### config.mk
export PLATFORM = sky130hd
export DESIGN_NAME = source_token_lexer_core_flat
export DESIGN_NICKNAME = d
export VERILOG_FILES = /design/src/sv/stl_pkg.sv /design/src/sv/stl_if.sv /design/src/sv/stl_front.sv /design/src/sv/stl_queue.sv /design/src/sv/stl_back.sv /design/src/sv/source_token_lexer_core.sv /design/src/flat_wrapper.sv
export SDC_FILE = /design/constraint.sdc
export NUM_CORES = 1
export LEC_CHECK = 0
export BUFFER_PORTS_ARGS = -buffer_cell sky130_fd_sc_hd__buf_2
export CORE_MARGIN = 4
export CORE_UTILIZATION = 64
export CTS_CLUSTER_SIZE = 10
export DETAILED_ROUTE_END_ITERATION = 8
export GPL_TIMING_DRIVEN = 0
export PLACE_DENSITY_LB_ADDON = 0.05
export SLEW_MARGIN = 20
export SYNTH_ARGS = -nofsm -noshare
export SYNTH_HDL_FRONTEND = slang
export SYNTH_SLANG_ARGS = --single-unit
### constraint.sdc
create_clock -name clock -period 9.5 [get_ports clock]
set_input_delay 0.475 -clock clock [delete_from_list [all_inputs] [get_ports clock]]
set_output_delay 0.475 -clock clock [all_outputs]
set_load 0.05 [all_outputs]
### src/sv/stl_pkg.sv
// Package: lexer states, token kinds, error codes and shared types.
package stl_pkg;

   localparam int VALUE_BITS_DEF = 31;
   localparam int MAX_RES = 3;
   localparam int QUEUE_DEPTH = 4;

   typedef enum logic [4:0] {
      LX_START, LX_LT, LX_GT, LX_BANG, LX_EQ, LX_DIV, LX_LCOM, LX_BCOM, LX_BSTAR,
      LX_SOPEN, LX_SIN, LX_SESC, LX_SHEX1, LX_SHEX2, LX_SEMPTY,
      LX_MLIN, LX_MLQ1, LX_MLQ2,
      LX_ZERO, LX_INT, LX_HEX, LX_FDOT, LX_FDEC, LX_FE, LX_FESIGN, LX_FEXP
   } lex_state_type;

   typedef enum logic [4:0] {
      K_EOL, K_PLUS, K_MINUS, K_MULT, K_DIV, K_DOT, K_LT, K_LE, K_GT, K_GE,
      K_NE, K_EQ, K_ASSIGN, K_STREND, K_INT, K_DOUBLE, K_SBYTE, K_NBYTE, K_END
   } kind_type;

   localparam logic [2:0] ERR_NONE     = 3'd0;
   localparam logic [2:0] ERR_BANG     = 3'd1;
   localparam logic [2:0] ERR_ESCAPE   = 3'd2;
   localparam logic [2:0] ERR_NUMBER   = 3'd3;
   localparam logic [2:0] ERR_UNTERM   = 3'd4;

   // one result slot as produced by the front end
   typedef struct packed {
      kind_type    kind;
      logic [7:0]  value;
      logic [2:0]  err;
      logic        has_int;
   } slot_type;

   function automatic logic [4:0] hex_val(input logic [7:0] c);
      logic [4:0] r;
      r = 5'h10;
      if (c >= "0" && c <= "9") r = {1'b0, 4'(c - "0")};
      else if (c >= "a" && c <= "f") r = {1'b0, 4'(c - "a" + 8'd10)};
      else if (c >= "A" && c <= "F") r = {1'b0, 4'(c - "A" + 8'd10)};
      return r;
   endfunction

   function automatic logic is_dig(input logic [7:0] c);
      return c >= "0" && c <= "9";
   endfunction

endpackage

### src/sv/stl_if.sv
// Valid/ready channel interfaces for requests and responses.
interface stl_req_if;
   logic       valid;
   logic       ready;
   logic [7:0] in_byte;
   logic       end_of_input;
   modport source (output valid, in_byte, end_of_input, input ready);
   modport sink (input valid, in_byte, end_of_input, output ready);
endinterface

interface stl_rsp_if #(parameter int VALUE_BITS = 31);
   logic                  valid;
   logic                  ready;
   logic [4:0]            token_kind;
   logic [7:0]            byte_value;
   logic [VALUE_BITS-1:0] int_value;
   logic [2:0]            error_code;
   logic                  last;
   modport source (output valid, token_kind, byte_value, int_value, error_code, last,
                   input ready);
   modport sink (input valid, token_kind, byte_value, int_value, error_code, last,
                 output ready);
endinterface

### src/sv/stl_front.sv
// Front end: lexer state machine, integer accumulator, result slot generation.
module stl_front #(
   parameter int VALUE_BITS = stl_pkg::VALUE_BITS_DEF
) (
   input  logic                  clock,
   input  logic                  reset,
   input  logic                  step,
   input  logic [7:0]            in_byte,
   input  logic                  end_of_input,
   output stl_pkg::slot_type     slots [stl_pkg::MAX_RES],
   output logic [1:0]            count,
   output logic [VALUE_BITS-1:0] int_val
);
   import stl_pkg::*;

   localparam logic [VALUE_BITS-1:0] MAXV = {VALUE_BITS{1'b1}};

   lex_state_type state_ff, state_in;
   logic [VALUE_BITS-1:0] acc_ff, acc_in;
   logic [3:0] nib_ff, nib_in;

   // fold the saturating accumulate: acc*base+d
   function automatic logic [VALUE_BITS-1:0] accum(input logic [VALUE_BITS-1:0] a,
                                                   input logic hex, input logic [3:0] d);
      logic [VALUE_BITS+4:0] p;
      p = hex ? ({5'd0, a} << 4) : (({5'd0, a} << 3) + ({5'd0, a} << 1));
      p = p + {{(VALUE_BITS+1){1'b0}}, d};
      return (p > {5'd0, MAXV}) ? MAXV : p[VALUE_BITS-1:0];
   endfunction

   always_comb begin
      slot_type s [MAX_RES];
      logic [1:0] n;
      logic [4:0] h;
      logic restart;
      lex_state_type st;
      logic [VALUE_BITS-1:0] acc;
      for (int i = 0; i < MAX_RES; i++) s[i] = '{K_END, 8'd0, ERR_NONE, 1'b0};
      n = 2'd0;
      restart = 1'b0;
      st = state_ff;
      acc = acc_ff;
      nib_in = nib_ff;
      int_val = acc_ff;
      h = hex_val(in_byte);
      if (end_of_input) begin
         case (state_ff)
            LX_LT: begin s[0].kind = K_LT; n = 2'd1; end
            LX_GT: begin s[0].kind = K_GT; n = 2'd1; end
            LX_EQ: begin s[0].kind = K_ASSIGN; n = 2'd1; end
            LX_DIV: begin s[0].kind = K_DIV; n = 2'd1; end
            LX_ZERO, LX_INT, LX_HEX: begin
               s[0].kind = K_INT; s[0].has_int = 1'b1; n = 2'd1;
            end
            LX_FDEC, LX_FEXP: begin s[0].kind = K_DOUBLE; n = 2'd1; end
            LX_SEMPTY: begin s[0].kind = K_STREND; n = 2'd1; end
            default: ;
         endcase
         s[n].kind = K_END;
         s[n].err = (state_ff inside {LX_LT, LX_GT, LX_EQ, LX_DIV, LX_ZERO, LX_INT,
            LX_HEX, LX_FDEC, LX_FEXP, LX_SEMPTY, LX_START, LX_LCOM}) ? ERR_NONE : ERR_UNTERM;
         n = n + 2'd1;
         st = LX_START; acc = '0; nib_in = 4'd0;
      end else begin
         case (state_ff)
            LX_LT: begin
               st = LX_START;
               if (in_byte == "=") begin s[0].kind = K_LE; n = 2'd1; end
               else begin s[0].kind = K_LT; n = 2'd1; restart = 1'b1; end
            end
            LX_GT: begin
               st = LX_START;
               if (in_byte == "=") begin s[0].kind = K_GE; n = 2'd1; end
               else begin s[0].kind = K_GT; n = 2'd1; restart = 1'b1; end
            end
            LX_EQ: begin
               st = LX_START;
               if (in_byte == "=") begin s[0].kind = K_EQ; n = 2'd1; end
               else begin s[0].kind = K_ASSIGN; n = 2'd1; restart = 1'b1; end
            end
            LX_BANG: begin
               st = LX_START;
               if (in_byte == "=") begin s[0].kind = K_NE; n = 2'd1; end
               else begin
                  s[0].err = ERR_BANG; n = 2'd1; acc = '0; nib_in = 4'd0;
               end
            end
            LX_DIV: begin
               if (in_byte == "*") st = LX_BCOM;
               else if (in_byte == "/") st = LX_LCOM;
               else begin
                  st = LX_START; s[0].kind = K_DIV; n = 2'd1; restart = 1'b1;
               end
            end
            LX_LCOM: if (in_byte == 8'h0a) st = LX_START;
            LX_BCOM: if (in_byte == "*") st = LX_BSTAR;
            LX_BSTAR: begin
               if (in_byte == "/") st = LX_START;
               else if (in_byte != "*") st = LX_BCOM;
            end
            LX_SOPEN, LX_SIN: begin
               if (in_byte == "\"") begin
                  if (state_ff == LX_SOPEN) st = LX_SEMPTY;
                  else begin st = LX_START; s[0].kind = K_STREND; n = 2'd1; end
               end else if (in_byte == "\\") st = LX_SESC;
               else begin
                  s[0].kind = K_SBYTE; s[0].value = in_byte; n = 2'd1; st = LX_SIN;
               end
            end
            LX_SESC: begin
               st = LX_SIN;
               s[0].kind = K_SBYTE; n = 2'd1;
               case (in_byte)
                  "x": begin st = LX_SHEX1; n = 2'd0; end
                  "\"": s[0].value = "\"";
                  "r": s[0].value = 8'h0d;
                  "n": s[0].value = 8'h0a;
                  "t": s[0].value = 8'h09;
                  "\\": s[0].value = "\\";
                  default: begin
                     s[0].kind = K_END; s[0].err = ERR_ESCAPE; st = LX_START;
                     acc = '0; nib_in = 4'd0;
                  end
               endcase
            end
            LX_SHEX1: begin
               if (h[4]) begin
                  s[0].err = ERR_ESCAPE; n = 2'd1; st = LX_START; acc = '0; nib_in = 4'd0;
               end else begin nib_in = h[3:0]; st = LX_SHEX2; end
            end
            LX_SHEX2: begin
               n = 2'd1; nib_in = 4'd0;
               if (h[4]) begin
                  s[0].err = ERR_ESCAPE; st = LX_START; acc = '0;
               end else begin
                  s[0].kind = K_SBYTE; s[0].value = {nib_ff, h[3:0]}; st = LX_SIN;
               end
            end
            LX_SEMPTY: begin
               if (in_byte == "\"") st = LX_MLIN;
               else begin
                  st = LX_START; s[0].kind = K_STREND; n = 2'd1; restart = 1'b1;
               end
            end
            LX_MLIN: begin
               if (in_byte == "\"") st = LX_MLQ1;
               else begin s[0].kind = K_SBYTE; s[0].value = in_byte; n = 2'd1; end
            end
            LX_MLQ1: begin
               if (in_byte == "\"") st = LX_MLQ2;
               else begin
                  s[0] = '{K_SBYTE, "\"", ERR_NONE, 1'b0};
                  s[1] = '{K_SBYTE, in_byte, ERR_NONE, 1'b0};
                  n = 2'd2; st = LX_MLIN;
               end
            end
            LX_MLQ2: begin
               if (in_byte == "\"") begin st = LX_START; s[0].kind = K_STREND; n = 2'd1; end
               else begin
                  s[0] = '{K_SBYTE, "\"", ERR_NONE, 1'b0};
                  s[1] = '{K_SBYTE, "\"", ERR_NONE, 1'b0};
                  s[2] = '{K_SBYTE, in_byte, ERR_NONE, 1'b0};
                  n = 2'd3; st = LX_MLIN;
               end
            end
            LX_ZERO, LX_INT: begin
               s[0] = '{K_NBYTE, in_byte, ERR_NONE, 1'b0}; n = 2'd1;
               if (state_ff == LX_ZERO && in_byte == "x") st = LX_HEX;
               else if (in_byte == "e" || in_byte == "E") begin
                  s[0].value = "e"; st = LX_FE;
               end else if (in_byte == ".") st = LX_FDOT;
               else if (is_dig(in_byte)) begin
                  acc = accum(acc_ff, 1'b0, h[3:0]); st = LX_INT;
               end else begin
                  s[0] = '{K_INT, 8'd0, ERR_NONE, 1'b1};
                  acc = '0; st = LX_START; restart = 1'b1;
               end
            end
            LX_HEX: begin
               n = 2'd1;
               if (!h[4]) begin
                  s[0] = '{K_NBYTE, in_byte, ERR_NONE, 1'b0};
                  acc = accum(acc_ff, 1'b1, h[3:0]);
               end else begin
                  s[0] = '{K_INT, 8'd0, ERR_NONE, 1'b1};
                  acc = '0; st = LX_START; restart = 1'b1;
               end
            end
            LX_FDOT, LX_FESIGN: begin
               n = 2'd1;
               if (!is_dig(in_byte)) begin
                  s[0].err = ERR_NUMBER; st = LX_START; acc = '0; nib_in = 4'd0;
               end else begin
                  s[0] = '{K_NBYTE, in_byte, ERR_NONE, 1'b0};
                  st = (state_ff == LX_FDOT) ? LX_FDEC : LX_FEXP;
               end
            end
            LX_FE: begin
               n = 2'd1;
               if (in_byte == "+" || in_byte == "-") begin
                  s[0] = '{K_NBYTE, in_byte, ERR_NONE, 1'b0}; st = LX_FESIGN;
               end else if (is_dig(in_byte)) begin
                  s[0] = '{K_NBYTE, in_byte, ERR_NONE, 1'b0}; st = LX_FEXP;
               end else begin
                  s[0].err = ERR_NUMBER; st = LX_START; acc = '0; nib_in = 4'd0;
               end
            end
            LX_FDEC, LX_FEXP: begin
               n = 2'd1;
               if (state_ff == LX_FDEC && (in_byte == "e" || in_byte == "E")) begin
                  s[0] = '{K_NBYTE, "e", ERR_NONE, 1'b0}; st = LX_FE;
               end else if (is_dig(in_byte)) begin
                  s[0] = '{K_NBYTE, in_byte, ERR_NONE, 1'b0};
               end else begin
                  s[0].kind = K_DOUBLE; st = LX_START; acc = '0; restart = 1'b1;
               end
            end
            default: begin st = LX_START; restart = 1'b1; end
         endcase
         if (restart) begin
            case (in_byte)
               8'h0a: begin s[n].kind = K_EOL; n = n + 2'd1; end
               "+": begin s[n].kind = K_PLUS; n = n + 2'd1; end
               "-": begin s[n].kind = K_MINUS; n = n + 2'd1; end
               "*": begin s[n].kind = K_MULT; n = n + 2'd1; end
               ".": begin s[n].kind = K_DOT; n = n + 2'd1; end
               "/": st = LX_DIV;
               ">": st = LX_GT;
               "<": st = LX_LT;
               "!": st = LX_BANG;
               "=": st = LX_EQ;
               "\"": st = LX_SOPEN;
               default: begin
                  if (is_dig(in_byte)) begin
                     acc = {{(VALUE_BITS-4){1'b0}}, h[3:0]};
                     s[n] = '{K_NBYTE, in_byte, ERR_NONE, 1'b0}; n = n + 2'd1;
                     st = (in_byte == "0") ? LX_ZERO : LX_INT;
                  end
               end
            endcase
         end
      end
      slots = s;
      count = n;
      state_in = st;
      acc_in = acc;
   end

   always_ff @(posedge clock) begin
      if (reset) begin
         state_ff <= LX_START;
         acc_ff <= '0;
         nib_ff <= 4'd0;
      end else if (step) begin
         state_ff <= state_in;
         acc_ff <= acc_in;
         nib_ff <= nib_in;
      end
   end
endmodule

### src/sv/stl_queue.sv
// Queue of result bundles between front end and back end.
module stl_queue #(
   parameter int VALUE_BITS = stl_pkg::VALUE_BITS_DEF
) (
   input  logic                  clock,
   input  logic                  reset,
   input  logic                  push,
   input  stl_pkg::slot_type     push_slots [stl_pkg::MAX_RES],
   input  logic [1:0]            push_count,
   input  logic [VALUE_BITS-1:0] push_int,
   output logic                  full,
   output logic                  empty,
   input  logic                  pop,
   output stl_pkg::slot_type     head_slots [stl_pkg::MAX_RES],
   output logic [1:0]            head_count,
   output logic [VALUE_BITS-1:0] head_int
);
   import stl_pkg::*;

   localparam int AW = $clog2(QUEUE_DEPTH);

   slot_type              slots_ff [QUEUE_DEPTH][MAX_RES];
   logic [1:0]            cnt_ff [QUEUE_DEPTH];
   logic [VALUE_BITS-1:0] int_ff [QUEUE_DEPTH];
   logic [AW-1:0]         wr_ff, rd_ff;
   logic [AW:0]           fill_ff;

   assign full = fill_ff == (AW+1)'(QUEUE_DEPTH);
   assign empty = fill_ff == '0;
   assign head_slots = slots_ff[rd_ff];
   assign head_count = cnt_ff[rd_ff];
   assign head_int = int_ff[rd_ff];

   always_ff @(posedge clock) begin
      if (push) begin
         slots_ff[wr_ff] <= push_slots;
         cnt_ff[wr_ff] <= push_count;
         int_ff[wr_ff] <= push_int;
      end
   end

   always_ff @(posedge clock) begin
      if (reset) begin
         wr_ff <= '0;
         rd_ff <= '0;
         fill_ff <= '0;
      end else begin
         if (push) wr_ff <= wr_ff + 1'b1;
         if (pop) rd_ff <= rd_ff + 1'b1;
         fill_ff <= fill_ff + (AW+1)'(push) - (AW+1)'(pop);
      end
   end
endmodule

### src/sv/stl_back.sv
// Back end: walks the slots of each bundle out on the response channel.
module stl_back #(
   parameter int VALUE_BITS = stl_pkg::VALUE_BITS_DEF
) (
   input  logic                  clock,
   input  logic                  reset,
   input  logic                  empty,
   input  stl_pkg::slot_type     head_slots [stl_pkg::MAX_RES],
   input  logic [1:0]            head_count,
   input  logic [VALUE_BITS-1:0] head_int,
   output logic                  pop,
   stl_rsp_if.source             rsp
);
   import stl_pkg::*;

   logic [1:0] idx_ff, idx_in;
   slot_type   cur;
   logic       fire, is_last;

   assign cur = head_slots[idx_ff];
   assign is_last = idx_ff + 2'd1 == head_count;
   assign rsp.valid = !empty;
   assign rsp.token_kind = cur.kind;
   assign rsp.byte_value = cur.value;
   assign rsp.int_value = cur.has_int ? head_int : '0;
   assign rsp.error_code = cur.err;
   assign rsp.last = is_last;
   assign fire = rsp.valid && rsp.ready;
   assign pop = fire && is_last;
   assign idx_in = pop ? 2'd0 : (fire ? idx_ff + 2'd1 : idx_ff);

   always_ff @(posedge clock) begin
      if (reset) idx_ff <= 2'd0;
      else idx_ff <= idx_in;
   end
endmodule

### src/sv/source_token_lexer_core.sv
// Top level of the byte-serial source token lexer.
//   channel | dir | payload
//   req     | in  | in_byte, end_of_input
//   rsp     | out | token_kind, byte_value, int_value, error_code, last
// One request is taken per cycle while the result queue has room; each
// request updates the front state machine and accumulator registers.
// Each request yields zero to three responses, one per cycle while rsp.ready is high.
// Reset (synchronous) empties the queue and returns to the start state.
// A stall on rsp fills the four-entry queue, then holds req.ready low.
module source_token_lexer_core #(
   parameter int VALUE_BITS = stl_pkg::VALUE_BITS_DEF
) (
   input logic       clock,
   input logic       reset,
   stl_req_if.sink   req,
   stl_rsp_if.source rsp
);
   import stl_pkg::*;

   slot_type              f_slots [MAX_RES];
   slot_type              h_slots [MAX_RES];
   logic [1:0]            f_count, h_count;
   logic [VALUE_BITS-1:0] f_int, h_int;
   logic                  full, empty, pop, step;

   assign req.ready = !full;
   assign step = req.valid && !full;

   stl_front #(.VALUE_BITS(VALUE_BITS)) u_front (
      .clock, .reset, .step, .in_byte(req.in_byte), .end_of_input(req.end_of_input),
      .slots(f_slots), .count(f_count), .int_val(f_int)
   );

   stl_queue #(.VALUE_BITS(VALUE_BITS)) u_queue (
      .clock, .reset, .push(step && f_count != 2'd0), .push_slots(f_slots),
      .push_count(f_count), .push_int(f_int), .full, .empty, .pop,
      .head_slots(h_slots), .head_count(h_count), .head_int(h_int)
   );

   stl_back #(.VALUE_BITS(VALUE_BITS)) u_back (
      .clock, .reset, .empty, .head_slots(h_slots), .head_count(h_count),
      .head_int(h_int), .pop, .rsp
   );
endmodule

### src/flat_wrapper.sv
// flat-port wrapper written by rule: the top's interface ports become plain ports
module source_token_lexer_core_flat import stl_pkg::*;
#(
   parameter int VALUE_BITS = stl_pkg::VALUE_BITS_DEF
)
  (clock, reset, req_valid, req_in_byte, req_end_of_input, req_ready, rsp_valid, rsp_token_kind, rsp_byte_value, rsp_int_value, rsp_error_code, rsp_last, rsp_ready);
  stl_req_if req_i ();
  stl_rsp_if #(.VALUE_BITS(VALUE_BITS)) rsp_i ();
  input logic clock;
  input logic reset;
  input wire logic [$bits(req_i.valid)-1:0] req_valid;
  input wire logic [$bits(req_i.in_byte)-1:0] req_in_byte;
  input wire logic [$bits(req_i.end_of_input)-1:0] req_end_of_input;
  output wire logic [$bits(req_i.ready)-1:0] req_ready;
  output wire logic [$bits(rsp_i.valid)-1:0] rsp_valid;
  output wire logic [$bits(rsp_i.token_kind)-1:0] rsp_token_kind;
  output wire logic [$bits(rsp_i.byte_value)-1:0] rsp_byte_value;
  output wire logic [$bits(rsp_i.int_value)-1:0] rsp_int_value;
  output wire logic [$bits(rsp_i.error_code)-1:0] rsp_error_code;
  output wire logic [$bits(rsp_i.last)-1:0] rsp_last;
  input wire logic [$bits(rsp_i.ready)-1:0] rsp_ready;
  assign req_i.valid = req_valid;
  assign req_i.in_byte = req_in_byte;
  assign req_i.end_of_input = req_end_of_input;
  assign req_ready = req_i.ready;
  assign rsp_valid = rsp_i.valid;
  assign rsp_token_kind = rsp_i.token_kind;
  assign rsp_byte_value = rsp_i.byte_value;
  assign rsp_int_value = rsp_i.int_value;
  assign rsp_error_code = rsp_i.error_code;
  assign rsp_last = rsp_i.last;
  assign rsp_i.ready = rsp_ready;
  source_token_lexer_core #(.VALUE_BITS(VALUE_BITS)) u_core (.clock(clock), .reset(reset), .req(req_i), .rsp(rsp_i));
endmodule
# Word level (Yosys, flattened, before mapping)
# Memories as Yosys holds them, arrays and structs flattened. A register that Yosys moved wholly into a read port is not among the register bits.
# Index checks and enable logic that the tools add are counted.
# op_classes
order_cmp	13
n_bitwise	3
n_eq_ne	50
n_addsub	15
reduce_logical	38
muxes	174
# op_table
op	n
2-to-1 mux 31 bit	19
bitwise mux 51 bit	8
case mux 51 bit (6 select lines)	1
case mux 31 bit (8 select lines)	1
2-to-1 mux 17 bit	13
2-to-1 mux 5 bit	34
case mux 5 bit (17 select lines)	2
2-to-1 mux 51 bit	3
demux 17 bit (select 2 bit)	4
equality test 8 x 6 -> 1 bit, second input constant	11
case mux 8 bit (11 select lines)	1
> comparator 36 x 31 -> 1 bit, second input constant	2
case mux 5 bit (7 select lines)	2
equality test 8 x 7 -> 1 bit, second input constant	7
2-to-1 mux 4 bit	14
equality test 5 bit, second input constant	10
2-to-1 mux 44 bit	1
equality test 5 x 4 -> 1 bit, second input constant	8
2-to-1 mux 10 bit	4
adder 35 x 4 -> 36 bit	1
adder 36 x 4 -> 36 bit	1
2-to-1 mux 2 bit	18
adder 34 x 32 -> 35 bit	1
case mux 7 bit (5 select lines)	1
other kinds (51)	126
# word_totals
input_bits	13
elab_cells	303
memories	3
ff_bits	49
output_inout_bits	50
ram_bits	336
# memory_table
memory	words	word_bits	rd	rd_clocked_by_memory_dff	wr	line	source
u_core.u_queue.slots_ff	4	51	1	1	1	stl_queue.sv:22	slot_type slots_ff [QUEUE_DEPTH][MAX_RES];
u_core.u_queue.int_ff	4	31	1	1	1	stl_queue.sv:24	logic [VALUE_BITS-1:0] int_ff [QUEUE_DEPTH];
u_core.u_queue.cnt_ff	4	2	1	1	1	stl_queue.sv:23	logic [1:0] cnt_ff [QUEUE_DEPTH];

# Logic depth before layout (Yosys ltp)
# logic_depth
ltp_word	18
depth_mapped	25
mapped_depth_nobuf	20

# By module
# From an unflattened synthesis, not the netlist that was laid out.
# hier_totals
cells_unflattened	1695
area_unflattened_um2	20514.7
# modules_own_cells
mod	n_inst	area_each_um2	seq_area_each_um2	cells_each
stl_queue	1	12557.0	10269.8	480
stl_front	1	7216.9	800.8	1103
stl_back	1	715.7	40.0	109
source_token_lexer_core	1	25.0	0.0	3

# Worst setup path after synthesis
# OpenSTA, ideal clock, no wires.
# synth_path
path_type	input -> register
startpoint	in req_in_byte[1]
endpoint	mem u_core.u_queue.cnt_ff[0][0] (enable)
n_path_buf	1
setup_time_ns	0.441
t_required_ns	9.059
slack_ns	4.493
path_stages	12
t_arrival_ns	4.565
path_cell_list	inv_1 > ha_1 > clkbuf_1 > or3b_1 > o311ai_2 > nand2_1 > or2_2 > and4_1 > ha_1 > a211oi_1 > a21oi_2 > and2_1
# synth_between
elab_chain_len	17
elab_cells_between_ends	64
cone_classes	add/sub (1); order compare (6); eq/ne (15); mux (32); reduce/logical (10)
# synth_lines
item	line	source
start: declaration	flat_wrapper.sv:12	input wire logic [$bits(req_i.in_byte)-1:0] req_in_byte;
greater-or-equal comparator 8 x 7 -> 1 bit / <= comparator 8 x 7 -> 1 bit (equally long branches)	stl_pkg.sv:39	else if (c >= "A" && c <= "F") r = {1'b0, 4'(c - "A" + 8'd10)};
logical AND 1 bit	stl_pkg.sv:39	
2-to-1 mux 5 bit	stl_pkg.sv:39	
2-to-1 mux 5 bit	stl_pkg.sv:38	else if (c >= "a" && c <= "f") r = {1'b0, 4'(c - "a" + 8'd10)};
2-to-1 mux 5 bit	stl_pkg.sv:37	if (c >= "0" && c <= "9") r = {1'b0, 4'(c - "0")};
2-to-1 mux 1 bit	stl_front.sv:127, stl_front.sv:181	
case mux 2 bit (8 select lines)	stl_front.sv:65	case (state_ff)
2-to-1 mux 2 bit	stl_front.sv:46	if (end_of_input) begin
[2 not listed]	--	
case mux 2 bit (2 select lines)	stl_front.sv:221	case (in_byte)
2-to-1 mux 2 bit *	stl_front.sv:220	if (restart) begin
2-to-1 mux 2 bit *	stl_front.sv:46	
nonzero test 2 bit *	source_token_lexer_core.sv:35	.clock, .reset, .push(step && f_count != 2'd0), .push_slots(f_slots),
logical AND 1 bit *	source_token_lexer_core.sv:35	
net u_core.u_queue.push	stl_queue.sv:7	input logic push,
2-to-1 mux 1 bit *	stl_queue.sv:35	if (push) begin
2-to-1 mux 1 bit (implied by the code) *	stl_queue.sv:37	cnt_ff[wr_ff] <= push_count;
end: declaration	stl_queue.sv:23	
# The timed path passes the listed nets; every way through them passes the cells marked *. The select of a mux whose other input is x is not followed.

# Final worst setup path
# layout_path
startpoint	in req_in_byte[1]
endpoint	reg u_core.u_front.acc_ff[3] (netlist: u_core.u_front.int_val[3])
# layout_between
elab_chain_len	17
elab_cells_between_ends	75
cone_classes	add/sub (7); order compare (8); eq/ne (18); mux (33); reduce/logical (9)
# layout_lines
item	line	source
subtractor 4 x 1 -> 4 bit (tied with other cells)	stl_pkg.sv:38, stl_pkg.sv:39	
adder 4 bit / logical AND 1 bit (equally long branches)	stl_pkg.sv:38, stl_pkg.sv:39	
2-to-1 mux 5 bit	stl_pkg.sv:39	
2-to-1 mux 5 bit	stl_pkg.sv:38	
2-to-1 mux 5 bit	stl_pkg.sv:37	
adder 36 x 4 -> 36 bit	stl_front.sv:27	p = p + {{(VALUE_BITS+1){1'b0}}, d};
> comparator 36 x 31 -> 1 bit	stl_front.sv:28	return (p > {5'd0, MAXV}) ? MAXV : p[VALUE_BITS-1:0];
2-to-1 mux 31 bit	stl_front.sv:28	
2-to-1 mux 31 bit	stl_front.sv:172	else if (is_dig(in_byte)) begin
2-to-1 mux 31 bit	stl_front.sv:171	end else if (in_byte == ".") st = LX_FDOT;
2-to-1 mux 31 bit	stl_front.sv:169	else if (in_byte == "e" || in_byte == "E") begin
2-to-1 mux 31 bit	stl_front.sv:168	if (state_ff == LX_ZERO && in_byte == "x") st = LX_HEX;
case mux 31 bit (8 select lines)	stl_front.sv:65	
2-to-1 mux 31 bit	stl_front.sv:234	if (is_dig(in_byte)) begin
2-to-1 mux 31 bit	stl_front.sv:221	
2-to-1 mux 31 bit *	stl_front.sv:220	
2-to-1 mux 31 bit *	stl_front.sv:46	
end signal: assignment	stl_front.sv:256	acc_ff <= acc_in;
end: declaration	stl_front.sv:19	logic [VALUE_BITS-1:0] acc_ff, acc_in;
# Mark *: on every way between the ends. The rest lies on a longest branch, timed or not. The select of a mux whose other input is x is not followed.
# A chain may end at the register's enable or synchronous reset.

==> results.py <==
metrics = {
    "global_routing": {
        "grt_max_degree": 50,
        "antenna_found_initial": 0,
        "grt_pass1_wl_um": 98500,
        "grt_usage": 0.386,
        "grt_pass1_vias": 15800,
        "grt_remaining_overflow": 0,
    },
    "sta": {
        "skew_ns": 0.0174,
        "rsz0062_at_grt": "false",
        "timing.final.crit_share": 0.662,
        "tightest_slew_ns": 1.00,
        "fin_crit_ns": 6.29,
        "finalMaxSlewViolations": 0,
        "max_freq_mhz": 159,
        "slew_headroom": 0.324,
        "tns_ns": 0,
        "hold_viol": 0,
        "finalSetupViolCount": 0,
    },
    "synthesis": {
        "ys_ff_latch": 351,
        "synth_area_leader_cell": "edfxtp_1",
        "synthArstFlopShare": 0,
        "synth_top_area_share": 0.460,
        "synthFlopType": "edfxtp_1",
        "syn_area_um2": 19600,
        "yosysWarnings": 0,
        "synthCells": 1716,
        "synth_cell_types": 90,
        "yosys-top-cells-area": "edfxtp_1 46%, mux4_2 8.6%, dfxtp_1 5.2%",
        "synth_common_cells": "300 x edfxtp_1, 144 x nor2_1, 134 x nand2_1, 131 x a21oi_1, 95 x o21ai_0",
        "avgSynthCellArea_um2": 11.4,
        "yosysSeqAreaShare": 0.512,
        "synth_edf_count": 300,
        "synth_most_common_cell": "edfxtp_1",
    },
    "setup_path": {
        "worst_ep_arrival_time_ns": 6.68,
        "rr_worst_depth": 10,
        "slowest_stage": "a311oi_1",
        "endpoint": "u_core.u_front.int_val[3]$_SDFFE_PP0P_",
        "r2r_slack_ns": 4.79,
        "cp-startpoint": "req_in_byte[1]",
        "r2r_end": "u_core.u_queue.int_ff[0][18]$_DFFE_PP_",
        "worstSetupEndpointType": "register",
        "cp-start-kind": "input pin",
        "critPathKind": "in2reg",
        "regToRegStartpoint": "u_core.u_front.state_ff[3]$_SDFFE_PP0P_",
        "critical_path_buf_inv_count": 6,
        "path_delay_family": "compound AO/OA/AOI/OAI gates",
        "crit_chain": "buf_2 > inv_1 > ha_1 > clkbuf_1 > o21bai_1 > a21o_1 > buf_2 > clkbuf_1 > nand2_1 > xnor2_1 > nor2_1 > ha_1 > ha_1 > a21oi_1 > nand3b_1 > and2_1 > a311oi_1 > o2111ai_1 > a211o_1 > a21o_1 > buf_2 > nor2_1 > a311oi_1",
        "cp_slowest_stage_delay_ns": 0.63,
        "cp.required_ns": 9.89,
        "cp_max_fo": 10,
        "path_depth": 23,
    },
    "placement": {
        "globalplace.congestion": 1.04,
        "io_buffers": 61,
        "place.detailed.hpwl_um": 44100,
        "place_inst": 2174,
    },
    "cells_and_area": {
        "fillers": 1915,
        "multi_input_area_um2": 8970,
        "drive_above_1_share": 0.138,
        "final_cells": 2240,
        "regArea_um2": 10000,
        "fin_nets": 1918,
        "syn_to_final_growth_pct": 11.0,
        "diodes": 0,
    },
    "die": {
        "initial_core_util": 0.655,
        "ios": 63,
        "rows": 63,
        "die_y_um": 183,
        "die_area_um2": 33500,
        "die_x_um": 183,
        "core_um2": 29900,
    },
    "clock_network": {
        "cts_buffer_depth": 3,
        "path_clk_slew_ns": 0.06,
        "htree_levels": 2,
        "root_buffer": "clkbuf_16",
        "cts.sinks": 351,
        "clk-insertion-delay-late_ns": 0.55,
        "cts_resized": 0,
        "post_cts_buffers": 0,
        "cts_tree": "yes",
        "cts_buffers": 42,
        "hold_buffers": 0,
    },
    "power_and_ir_drop": {
        "p_leak_uw": 0.00773,
        "ir_worst_vdd_mv": 0.115,
        "pwr_density_cell_nw_per_um2": 187,
    },
    "route": {
        "vias": 16300,
        "drt-initial-drc-count": 2995,
        "wl_per_cell_um": 29.1,
        "via_per_inst": 7.26,
        "firstDrtPassIters": 8,
        "wl_um": 65300,
        "drtAntennaViolNets": 0,
        "remaining_drc_errors": 0,
    },
    "outcome": {
        "status": "complete, no violations",
    },
    "min_path": {
        "hp-class": "in2reg",
    },
    "run": {
        "cap_violations": 0,
    },
}
sequential cells by signal, summed over array words and instances (netlist names), named ones only:
name	cells
u_core.u_queue.int_ff	124
u_core.u_front.state_ff	5
u_core.u_front.nib_ff	4
u_core.u_queue.slots_ff	168
u_core.u_back.idx_ff	2
u_core.u_queue.fill_ff	3
u_core.u_front.int_val	31
u_core.u_queue.cnt_ff	8
u_core.u_queue.wr_ff	2
u_core.u_queue.rd_ff	2
how the worst min path moves through the flow:
stage          cells past startpoint  slack, ns                             startpoint                                     to
2_1_floorplan                      2       0.43  u_core.u_front.nib_ff[1]$_SDFFE_PP0P_  u_core.u_front.nib_ff[1]$_SDFFE_PP0P_
6_report                           2       0.36                                  reset   u_core.u_queue.fill_ff[0]$_SDFF_PP0_
3_5_place_dp                       2       0.45  u_core.u_front.nib_ff[1]$_SDFFE_PP0P_  u_core.u_front.nib_ff[1]$_SDFFE_PP0P_
5_1_grt                            2       0.42                                  reset   u_core.u_queue.fill_ff[0]$_SDFF_PP0_
4_1_cts                            2       0.36                                  reset   u_core.u_queue.fill_ff[0]$_SDFF_PP0_
3_3_place_gp                       2       0.45  u_core.u_front.nib_ff[1]$_SDFFE_PP0P_  u_core.u_front.nib_ff[1]$_SDFFE_PP0P_
metrics by stage:
step | power [uW] | setup slack, ns | util | instance area [um2] | hold slack [ns]
4_1_cts | 4060 | 3.61 | 0.728 | 21700 | 0.362
2_1_floorplan | 2360 | 4.49 | - | 19600 | 0.430
3_3_place_gp | 2550 | 2.15 | 0.682 | 20400 | 0.452
6_report | 4060 | 3.21 | 0.728 | 21700 | 0.357
3_5_place_dp | 2570 | 3.10 | 0.687 | 20500 | 0.454
5_1_grt | 4180 | 3.11 | 0.728 | 21700 | 0.425
where the power goes:
| group | internal, uW | total (uW) | switching, uW |
|---|---|---|---|
| clock network | 855 | 1490 | 633 |
| registers | 1740 | 1770 | 29.8 |
| logic | 234 | 807 | 573 |
cell families (layout without fill, tap and decap cells):
logic type	Yosys count	in the layout	synth area share
simple gates	536	536	0.137
compound gates	459	459	0.152
flops	351	351	0.512
buf+inv	152	283	0.0316
mux	104	104	0.101
fa+ha+maj	77	77	0.0503
xor+xnor	36	36	0.0161
other cells	1	4	0.000191
per-layer routing:
metal	part of all wire	wire length, um	global-route usage	vias up
li1	-	-	-	6860
met5	0	0	0	-
met3	0.13	8200	0.0797	235
met1	0.37	24400	0.546	7829
met2	0.46	29800	0.603	1338
met4	0.044	2900	0.137	0
cell usage in the layout, fill, tap and decap left out, types with 10 or more instances in the layout:
master,netlist,final
xnor2_1,24,24
nand3_1,35,35
a21oi_1,131,131
and2_1,28,24
dfxtp_1,51,51
a31oi_1,28,28
clkbuf_16,0,42
nand2_1,134,134
o21a_1,10,10
o21bai_1,10,10
a21o_1,11,11
nor3_1,37,36
buf_2,24,85
o22ai_1,25,25
mux2i_1,26,26
a211oi_1,16,16
o21ai_0,95,94
nor2_1,144,144
clkbuf_1,67,84
nand4_1,18,18
and3_1,45,45
buf_1,15,15
nand2b_1,16,16
inv_1,39,39
xor2_1,12,12
o211ai_1,15,15
edfxtp_1,300,300
ha_1,74,74
mux4_2,75,75
nor2b_1,22,22
o31ai_1,21,21
final cells by class:
class / count / area share
clock buffers: 60 / 0.0519
repair buffers: 65 / 0.0184
well taps: 390 / 0.0224
inverters: 41 / 0.00708
plain buffers: 111 / 0.0214
clock inverters: 6 / 0.00483
multi-input cells: 1216 / 0.413
flip-flops and latches: 351 / 0.461
Power figures use the tool's default switching activity.
